**src/pwrcs_pkg.sv**
```systemverilog
// ----------------------------------------------------------------------------
// pwrcs_pkg
// Shared types and constants for the pulse-width remote code sender.
// ----------------------------------------------------------------------------
package pwrcs_pkg;

   localparam int DATA_BITS  = 16;
   localparam int COPIES     = 4;
   localparam int TICK_WIDTH = 16;

   localparam int CFG_W      = 16;
   localparam int CODE_W     = 16;
   localparam int CMP_W      = (TICK_WIDTH > CFG_W) ? TICK_WIDTH : CFG_W;
   localparam int BIT_IDX_W  = (DATA_BITS > 1) ? $clog2(DATA_BITS) : 1;
   localparam int CODE_EXT_W = (DATA_BITS > CODE_W) ? DATA_BITS : CODE_W;
   localparam int COPY_W     = 4;
   localparam int CSR_IDX_W  = 3;

   typedef enum logic [1:0] {
      OP_TICK    = 2'd0,
      OP_PRESS   = 2'd1,
      OP_RELEASE = 2'd2
   } op_type;

   typedef enum logic [CSR_IDX_W-1:0] {
      CSR_LONG_GAP   = 3'd0,
      CSR_SHORT_GAP  = 3'd1,
      CSR_PREAMBLE   = 3'd2,
      CSR_PRE_ENABLE = 3'd3,
      CSR_ON_CODE    = 3'd4,
      CSR_OFF_CODE   = 3'd5
   } csr_idx_type;

   typedef enum logic [6:0] {
      PH_IDLE          = 7'b0000001,
      PH_LONG_GAP      = 7'b0000010,
      PH_PREAMBLE      = 7'b0000100,
      PH_SHORT_GAP     = 7'b0001000,
      PH_DATA          = 7'b0010000,
      PH_SHORT_GAP_EXT = 7'b0100000,
      PH_LONG_GAP_EXT  = 7'b1000000
   } phase_type;

   typedef struct packed {
      logic [CFG_W-1:0]  long_gap_ticks;
      logic [CFG_W-1:0]  short_gap_ticks;
      logic [CFG_W-1:0]  preamble_ticks;
      logic              preamble_enable;
      logic [CODE_W-1:0] on_code;
      logic [CODE_W-1:0] off_code;
   } cfg_type;

   typedef struct packed {
      logic data_pin;
      logic sending;
      logic indicator;
   } rsp_type;

endpackage

```
**src/pwrcs_core.sv**
```systemverilog
// ----------------------------------------------------------------------------
// pwrcs_core
// Frame sequencer: phase, counters and pin state, one item per step.
// ----------------------------------------------------------------------------
module pwrcs_core (
   input  logic                clock,
   input  logic                reset,
   input  logic                step,
   input  logic [1:0]          operation,
   input  logic                button,
   input  pwrcs_pkg::cfg_type  cfg,
   output pwrcs_pkg::rsp_type  rsp_next
);
   import pwrcs_pkg::*;

   phase_type             phase_ff, phase_in;
   logic [TICK_WIDTH-1:0] tick_ff, tick_in, tick_inc;
   logic [BIT_IDX_W-1:0]  bit_idx_ff, bit_idx_in;
   logic [1:0]            high_left_ff, high_left_in;
   logic [COPY_W-1:0]     copies_ff, copies_in;
   logic [CODE_W-1:0]     code_ff, code_in;
   logic                  pin_ff, pin_in;
   logic                  run_ff, run_in;
   logic                  ind_ff, ind_in;

   logic [CODE_EXT_W-1:0] code_shift;
   logic                  code_bit;
   logic                  hit_long, hit_short, hit_pre;
   logic                  more_copies;

   assign tick_inc    = tick_ff + TICK_WIDTH'(1);
   assign code_shift  = CODE_EXT_W'(code_ff) >> bit_idx_ff;
   assign code_bit    = code_shift[0];
   assign hit_long    = CMP_W'(tick_inc) == CMP_W'(cfg.long_gap_ticks);
   assign hit_short   = CMP_W'(tick_inc) == CMP_W'(cfg.short_gap_ticks);
   assign hit_pre     = CMP_W'(tick_inc) == CMP_W'(cfg.preamble_ticks);
   assign more_copies = ({1'b0, copies_ff} + (COPY_W+1)'(1)) < (COPY_W+1)'(COPIES);

   always_comb begin
      phase_in     = phase_ff;
      tick_in      = tick_ff;
      bit_idx_in   = bit_idx_ff;
      high_left_in = high_left_ff;
      copies_in    = copies_ff;
      code_in      = code_ff;
      pin_in       = pin_ff;
      run_in       = run_ff;
      ind_in       = ind_ff;
      unique case (operation)
         OP_TICK: begin
            if (run_ff) begin
               tick_in = tick_inc;
               unique case (phase_ff)
                  PH_LONG_GAP: begin
                     if (hit_long) begin
                        copies_in = '0;
                        tick_in   = '0;
                        if (cfg.preamble_enable) begin
                           phase_in = PH_PREAMBLE;
                        end else begin
                           phase_in   = PH_DATA;
                           bit_idx_in = BIT_IDX_W'(DATA_BITS - 1);
                        end
                     end
                  end
                  PH_PREAMBLE: begin
                     if (hit_pre) begin
                        phase_in = PH_SHORT_GAP;
                        tick_in  = '0;
                     end else begin
                        pin_in = tick_inc[0];
                     end
                  end
                  PH_SHORT_GAP: begin
                     if (hit_short) begin
                        phase_in   = PH_DATA;
                        tick_in    = '0;
                        bit_idx_in = BIT_IDX_W'(DATA_BITS - 1);
                     end
                  end
                  PH_DATA: begin
                     if (tick_inc == TICK_WIDTH'(1)) begin
                        pin_in       = 1'b1;
                        high_left_in = code_bit ? 2'd3 : 2'd1;
                     end else if (tick_inc == TICK_WIDTH'(4)) begin
                        tick_in = '0;
                        pin_in  = 1'b0;
                        if (bit_idx_ff == '0) begin
                           if (more_copies) begin
                              phase_in  = PH_SHORT_GAP_EXT;
                              copies_in = copies_ff + COPY_W'(1);
                           end else begin
                              phase_in = PH_LONG_GAP_EXT;
                           end
                        end else begin
                           bit_idx_in = bit_idx_ff - BIT_IDX_W'(1);
                        end
                     end else if (high_left_ff != 2'd0) begin
                        high_left_in = high_left_ff - 2'd1;
                        if (high_left_ff == 2'd1) begin
                           pin_in = 1'b0;
                        end
                     end
                  end
                  PH_SHORT_GAP_EXT: begin
                     tick_in  = '0;
                     phase_in = PH_SHORT_GAP;
                  end
                  PH_LONG_GAP_EXT: begin
                     tick_in  = '0;
                     phase_in = PH_LONG_GAP;
                  end
                  default: begin
                  end
               endcase
            end
         end
         OP_PRESS: begin
            tick_in  = '0;
            phase_in = PH_LONG_GAP;
            code_in  = button ? cfg.off_code : cfg.on_code;
            ind_in   = 1'b1;
            run_in   = 1'b1;
         end
         OP_RELEASE: begin
            ind_in = 1'b0;
            if (run_ff) begin
               run_in = 1'b0;
               pin_in = 1'b0;
            end
         end
         default: begin
         end
      endcase
   end

   assign rsp_next.data_pin  = pin_in;
   assign rsp_next.sending   = run_in;
   assign rsp_next.indicator = ind_in;

   always_ff @(posedge clock) begin
      if (reset) begin
         phase_ff     <= PH_IDLE;
         tick_ff      <= '0;
         bit_idx_ff   <= '0;
         high_left_ff <= '0;
         copies_ff    <= '0;
         code_ff      <= '0;
         pin_ff       <= 1'b0;
         run_ff       <= 1'b0;
         ind_ff       <= 1'b0;
      end else if (step) begin
         phase_ff     <= phase_in;
         tick_ff      <= tick_in;
         bit_idx_ff   <= bit_idx_in;
         high_left_ff <= high_left_in;
         copies_ff    <= copies_in;
         code_ff      <= code_in;
         pin_ff       <= pin_in;
         run_ff       <= run_in;
         ind_ff       <= ind_in;
      end
   end

endmodule

```
**src/pulse_width_remote_code_sender.sv**
```systemverilog
// ----------------------------------------------------------------------------
// pulse_width_remote_code_sender
// Keying sender for a radio remote, stepped by tick, press and release items.
//
//   port group   direction  handshake        payload
//   req_*        in         valid / stall    operation, button
//   rsp_*        out        valid / stall    data_pin, sending, indicator
//   csr_*        in         valid / ready    index, data (16 bit)
//
// One item per cycle sustained while rsp_stall does not hold the result register.
// The item sits in an input register, then the sequencer updates its state
// and loads the result register in the same cycle.
// Synchronous active-high reset restores state, valid flags and configuration defaults.
// rsp_stall holds the result register and, through it, the input register.
// ----------------------------------------------------------------------------
module pulse_width_remote_code_sender (
   input  logic                                 clock,
   input  logic                                 reset,
   input  logic                                 req_valid,
   output logic                                 req_stall,
   input  logic [1:0]                           req_operation,
   input  logic                                 req_button,
   output logic                                 rsp_valid,
   input  logic                                 rsp_stall,
   output logic                                 rsp_data_pin,
   output logic                                 rsp_sending,
   output logic                                 rsp_indicator,
   input  logic                                 csr_valid,
   output logic                                 csr_ready,
   input  logic [pwrcs_pkg::CSR_IDX_W-1:0]      csr_index,
   input  logic [pwrcs_pkg::CFG_W-1:0]          csr_data
);
   import pwrcs_pkg::*;

   cfg_type    cfg_ff;
   logic       in_vld_ff;
   logic [1:0] in_op_ff;
   logic       in_btn_ff;
   logic       out_vld_ff;
   rsp_type    out_ff;
   rsp_type    rsp_next;
   logic       out_blocked;
   logic       step;

   assign out_blocked = out_vld_ff & rsp_stall;
   assign req_stall   = in_vld_ff & out_blocked;
   assign step        = in_vld_ff & ~out_blocked;
   assign csr_ready   = 1'b1;

   // configuration registers
   always_ff @(posedge clock) begin
      if (reset) begin
         cfg_ff.long_gap_ticks  <= CFG_W'(32);
         cfg_ff.short_gap_ticks <= CFG_W'(8);
         cfg_ff.preamble_ticks  <= CFG_W'(24);
         cfg_ff.preamble_enable <= 1'b1;
         cfg_ff.on_code         <= CODE_W'(16'h6821);
         cfg_ff.off_code        <= CODE_W'(16'h6811);
      end else if (csr_valid & csr_ready) begin
         unique case (csr_index)
            CSR_LONG_GAP:   cfg_ff.long_gap_ticks  <= csr_data;
            CSR_SHORT_GAP:  cfg_ff.short_gap_ticks <= csr_data;
            CSR_PREAMBLE:   cfg_ff.preamble_ticks  <= csr_data;
            CSR_PRE_ENABLE: cfg_ff.preamble_enable <= csr_data[0];
            CSR_ON_CODE:    cfg_ff.on_code         <= csr_data;
            CSR_OFF_CODE:   cfg_ff.off_code        <= csr_data;
            default: begin
            end
         endcase
      end
   end

   // input register
   always_ff @(posedge clock) begin
      if (reset) begin
         in_vld_ff <= 1'b0;
      end else if (!req_stall) begin
         in_vld_ff <= req_valid;
      end
   end

   always_ff @(posedge clock) begin
      if (!req_stall && req_valid) begin
         in_op_ff  <= req_operation;
         in_btn_ff <= req_button;
      end
   end

   pwrcs_core u_core (
      .clock     (clock),
      .reset     (reset),
      .step      (step),
      .operation (in_op_ff),
      .button    (in_btn_ff),
      .cfg       (cfg_ff),
      .rsp_next  (rsp_next)
   );

   // result register
   always_ff @(posedge clock) begin
      if (reset) begin
         out_vld_ff <= 1'b0;
      end else if (!out_blocked) begin
         out_vld_ff <= in_vld_ff;
      end
   end

   always_ff @(posedge clock) begin
      if (step) begin
         out_ff <= rsp_next;
      end
   end

   assign rsp_valid     = out_vld_ff;
   assign rsp_data_pin  = out_ff.data_pin;
   assign rsp_sending   = out_ff.sending;
   assign rsp_indicator = out_ff.indicator;

endmodule
```
**config.mk**
```make
export PLATFORM = sky130hd
export DESIGN_NAME = pulse_width_remote_code_sender
export DESIGN_NICKNAME = d
export VERILOG_FILES = /design/src/pwrcs_pkg.sv /design/src/pwrcs_core.sv /design/src/pulse_width_remote_code_sender.sv
export SDC_FILE = /design/constraint.sdc
export NUM_CORES = 1
export LEC_CHECK = 0
export BUFFER_PORTS_ARGS = -buffer_cell sky130_fd_sc_hd__buf_2
export CAP_MARGIN = 10
export CORE_ASPECT_RATIO = 2
export CORE_MARGIN = 1
export CORE_UTILIZATION = 45
export CTS_CLUSTER_SIZE = 12
export DETAILED_ROUTE_END_ITERATION = 7
export RECOVER_POWER = 50
export SLEW_MARGIN = 20
export SYNTH_ARGS = -nofsm -noshare
export SYNTH_HDL_FRONTEND = slang
export SYNTH_SLANG_ARGS = --single-unit
export TNS_END_PERCENT = 10
```
**constraint.sdc**
```tcl
create_clock -name clock -period 3.9 [get_ports clock]
set_input_delay 0.39 -clock clock [delete_from_list [all_inputs] [get_ports clock]]
set_output_delay 0.39 -clock clock [all_outputs]
set_load 0.01 [all_outputs]
```
# Yosys cells after proc, flatten, opt, wreduce, memory -nomap -nowiden
# Index checks and enable logic that the tools add are counted.
# classes
add_sub_neg,5
n_lt_le_gt_ge,1
eq_ne,36
shift,1
mux,48
n_bitwise,4
reduce_logical,23
# op_table
cell,count
$mux W16,7
$pmux W16 S5,1
$mux W7,8
$eq A16 B16 Y1,3
$mux W4,11
$pmux W7 S6,1
$pmux W16 S2,1
$reduce_and A10 Y1,2
$add A16 B1 Y16 const B,1
$eq A16 B1 Y1 const B,1
$eq A16 B3 Y1 const B,1
$shr A16 B4 Y1,1
$ne A3 B2 Y1 const B,5
$ne A2 B1 Y1 const B,7
$pmux W7 S2,1
$reduce_and A2 Y1,7
$pmux W4 S3,1
$reduce_and A9 Y1,1
$mux W2,4
$pmux W1 S2,4
$pmux W4 S2,1
$reduce_bool A2 Y1,4
$eq A7 B2 Y1 const B,1
$eq A7 B3 Y1 const B,1
30 further kinds,43
# word_totals
ff_bits,141
inputBits,27
output_inout_bits,6
wordCells,140

# Depth between registers and ports, before layout
# logic_depth
ltp_word,9
mapped_depth,13
ltp_nobuf,11

# Cells and area by module
# A second synthesis with hierarchy kept.
# hier_totals
hier_cells,880
area_unflattened_um2,8184.1
# modules_own_cells
mod,n_inst,cells_each,area_per_inst_um2,seq_area_each_um2
pwrcs_core,1,566,4689.5,1041.0
pulse_width_remote_code_sender,1,314,3494.6,1841.8

# Least setup slack after synthesis
# Ideal clock, no wire load.
# synth_path
kind,reg2reg
startpoint,register u_core.tick_ff[0]
endpoint,register u_core.phase_ff[4]
setup_time_ps,116
t_arrival_ps,3199
required_time_ps,3784
setup_slack_ps,586
path_stages_with_launch,13
n_path_buf,2
period_less_slack_ps,3314
cell_sequence,dfxtp_1 > ha_1 > nand4_1 > or4_1 > buf_2 > mux2i_1 > or4_1 > nor4_1 > a21o_1 > and4b_1 > buf_2 > nor2_1 > a31o_1
# synth_via
elab_chain_len,4
word_cells_on_any_way,12
classes_between,add/sub: 1; eq/ne: 10; reduce/logical: 1
# synth_rtl
element,line_no,rtl
from (decl),pwrcs_core.sv:17,"logic [TICK_WIDTH-1:0] tick_ff, tick_in, tick_inc;"
from (signal assigned),pwrcs_core.sv:154,tick_ff <= tick_in;
$add A16 B1 Y16 (*),pwrcs_core.sv:31,assign tick_inc = tick_ff + TICK_WIDTH'(1);
$eq A16 B1 Y1 (tied with other cells),pwrcs_core.sv:82,if (tick_inc == TICK_WIDTH'(1)) begin
$ne A3 B3 Y1 (no source line) / $ne A3 B2 Y1 (equally long branches),-,
$reduce_and A10 Y1 (no source line) (*),-,
to (signal assigned),pwrcs_core.sv:153,phase_ff <= phase_in;
to (decl),pwrcs_core.sv:16,"phase_type phase_ff, phase_in;"
# Mark *: on every way between the ends. The rest lies on a longest branch, timed or not.
# A chain may end at the register's enable or synchronous reset.

# Final worst setup path
# layout_path
startpoint,register u_core.tick_ff[2]
endpoint,register u_core.phase_ff[6]
# The elaborated chain is that of the path after synthesis.

==> flow_summary.ini <==
[drt]
dr_total_vias = 7000
ant_nets = 0
wl_per_cell_microns = 20.0
finalWirelength_mm = 23.7
drt_pass1_iterations = 6
drc = 0
drt_iter0_markers = 432
avgViaCountPerCell = 5.91

[die]
num_rows = 67
die-area_sq_mm = 0.0176
io_pins = 33
die_h_microns = 187
core_area_sq_mm = 0.0167
initial_core_util = 0.460
die_w_microns = 94.3

[min_path]
hold_path_end = in_btn_ff
hold_path_class = in2reg
min-delay-start = req_button
whs_path_depth = 1

[yosys]
ys_seq_elements = 141
synth.most_common_cell = nand2_1
syn-instance-count = 946
yosysTopAreaCell = dfxtp_1
synth-seq-area-share = 0.376
synth_warnings = 0
synth-edff-count = 6
synth_area_sq_mm = 0.00767
synth_nets = 983
ys_dominant_reg_cell = dfxtp_1
ys_top_cells_by_area = dfxtp_1, nand2_1, a21oi_1
synth_common_cells = nand2_1, dfxtp_1, a21oi_1
synth.top_cell.area_share = 0.352
synth_area_per_cell_sq_um = 8.11
yosysUniqueCellTypes = 73
synthArstFlopShare = 0

[outcome]
status = finished with violations
violations = max-capacitance violations, max-slew violations

[flow_run]
maxCapViolations = 2

[clock_tree]
post_cts_buffers = 0
cts_tree = done
clockRootBuffer = clkbuf_16
cts_buffer_depth = 2
htree_levels = 4
clock_latency_ps = 430
cts_inserted_buffers = 17
cts_sinks = 141
clkTransAtPathRegs_ps = 70

[cells_and_area]
layout.nets = 1002
final_cells = 1185
design_area_sq_mm = 0.00869
area.growth.synth_to_final_pct = 13.2
utilization = 0.521
diodes = 0
final_layout_size_suffix_gt1_frac = 0.124

[critical_path]
reg2reg_depth = 10
crit_path_max_incr_delay_ps = 1100
worst_setup_path_end_kind = flop
cp_cell_sequence = nand3_2, nor2_1, nor3_1, a2111oi_0, nand4_1, o21ai_0, and4b_1, buf_4, or3b_1, a21oi_1
r2r_slack_ps = 70
cp_max_fo = 13
cp.required_ps = 4130
critPathLaunchType = flop
arrival_ps = 4060
crit-reg2reg-launch = u_core.tick_ff[2]
cpMaxStageDelayCell = a2111oi_0
crit-reg2reg-capture = u_core.phase_ff[6]
critPathKind = reg2reg
worstSetupStartpoint = u_core.tick_ff[2]

[global_route]
grt_max_degree = 71
grt_pass1_vias = 6853
grt_pass1_wl_mm = 37.5
antenna_found_initial = 0
grt_overflow = 0
grt_usage = 0.284

[sta]
clock_skew_ps = 8.61
hold_violations = 0
relSlewSlack = -0.186
setup_tns_ps = 0
post-route-min-period_ps = 3830
timing.hold.ws_ps = 140
fmax_ghz = 0.261
setup_viol = 0
slew_violations = 38
tightest_slew_ps = 1780
rsz0062_at_grt = no
fin_crit_sh = 0.982

[power]
combPwrFrac = 0.057
internal-power_mw = 2.53
p_leak_nw = 3.27
peakVddDrop_uv = 422
pwr-share-seq = 0.453
p_per_area_mw_per_mm2 = 384
p_sw_frac = 0.241
p_switching_uw = 802
p_clk_frac = 0.490

[placement]
placed_area_sq_mm = 0.00811
port_buffers = 31
routabilityCongestion = 0.993
dp.cells = 1153
place_hpwl_mm = 17.2
[cell usage in the layout (no fill, tap or decap), types with 6 or more instances in the layout]
cell type / netlist / layout
nand2_1: 195 / 195
dfxtp_1: 135 / 135
a21oi_1: 81 / 81
nor2_1: 57 / 57
xnor2_1: 44 / 44
buf_4: 2 / 38
nand3_1: 35 / 35
buf_2: 9 / 26
a211oi_1: 24 / 24
inv_1: 23 / 23
mux2i_1: 23 / 23
nand4_1: 20 / 20
clkbuf_16: 0 / 18
o21ai_0: 16 / 16
nor3_1: 18 / 16
xor2_1: 15 / 15
nor4_1: 11 / 10
ha_1: 10 / 10
and3_1: 9 / 9
nor2b_1: 9 / 9
o211ai_1: 9 / 9
clkbuf_1: 51 / 8
nand2b_1: 7 / 7
o2111ai_1: 7 / 7
or3_1: 7 / 7
xnor3_1: 6 / 6
edfxtp_1: 6 / 6
[cell type report]
type | instances | area, sq um
clock inverter | 13 | 136
inverter | 24 | 90.1
fill | 1593 | 8000
timing repair buffer | 72 | 447
tap | 207 | 259
sequential | 141 | 2880
multi-input combinational | 709 | 4420
clock buffer | 19 | 454
[power by group through the flow]
| stage | logic [mW] | registers, mW | clock network, mW |
|---|---|---|---|
| finish | 0.189 | 1.51 | 1.63 |
| CTS | 0.191 | 1.51 | 1.66 |
| global route | 0.206 | 1.51 | 1.72 |
| detailed placement | 0.189 | 1.54 | 0 |
| global placement | 0.188 | 1.54 | 0 |
| floorplan | 0.123 | 1.53 | 0 |
[sequential cells by signal, indices dropped and copies added, names as in the netlist, 2 cells and up]
signal / count
u_core.tick_ff: 16
u_core.copies_ff: 4
u_core.high_left_ff: 2
in_op_ff: 2
u_core.code_ff: 16
u_core.phase_ff: 7
u_core.bit_idx_ff: 4
cfg_ff: 81
[worst max path at each step]
stage	endpoint	slack, ps	cells past startpoint
2_1_floorplan	u_core.phase_ff[4]	590	12
3_3_place_gp	rsp_data_pin	270	12
3_5_place_dp	u_core.pin_ff	300	12
4_1_cts	u_core.pin_ff	250	12
5_1_grt	u_core.phase_ff[6]	110	10
6_report	u_core.phase_ff[6]	70	10
[per-stage QoR]
| step | power, mW | worst slack, ps |
|---|---|---|
| after global routing | 3.44 | 112 |
| after detailed placement | 1.73 | 299 |
| final | 3.33 | 71.8 |
| after global placement | 1.73 | 273 |
| after CTS | 3.36 | 248 |
| after floorplan | 1.65 | 586 |
[logic make-up (layout without fill, tap and decap cells)]
logic type / count (synthesis) / count (layout) / synth area share
and+or+nand+nor: 409 / 409 / 0.259
AOI/OAI and AO/OA: 192 / 192 / 0.163
DFF: 141 / 141 / 0.376
buffers and inverters: 96 / 128 / 0.0504
xor gates and xnor gates: 65 / 65 / 0.0850
muxes: 32 / 32 / 0.0506
adders and majority gates: 10 / 10 / 0.0163
other: 1 / 1 / 0.000489
[worst max-delay path, delay by kind of cell (launching register included)]
kind            cells  cell delay (ps)
buf+inv             1              160
flops               1              450
compound gates      3             1490
simple gates        6             1520
[what timing repair did]
action                                  in CTS  in global routing
endpoints found under the setup margin       0                 10
resized for setup                            0                  1
hold endpoints to repair                     0                  0
hold buffers                                 0                  0
[layer usage]
metal | vias up | global-route usage | part of all wire
met5 | - | 0 | 0
met4 | 0 | 0.196 | 0.069
met3 | 89 | 0.0460 | 0.037
met2 | 220 | 0.505 | 0.53
met1 | 3326 | 0.292 | 0.36
li1 | 3365 | - | -
Power figures use the tool's default switching activity.
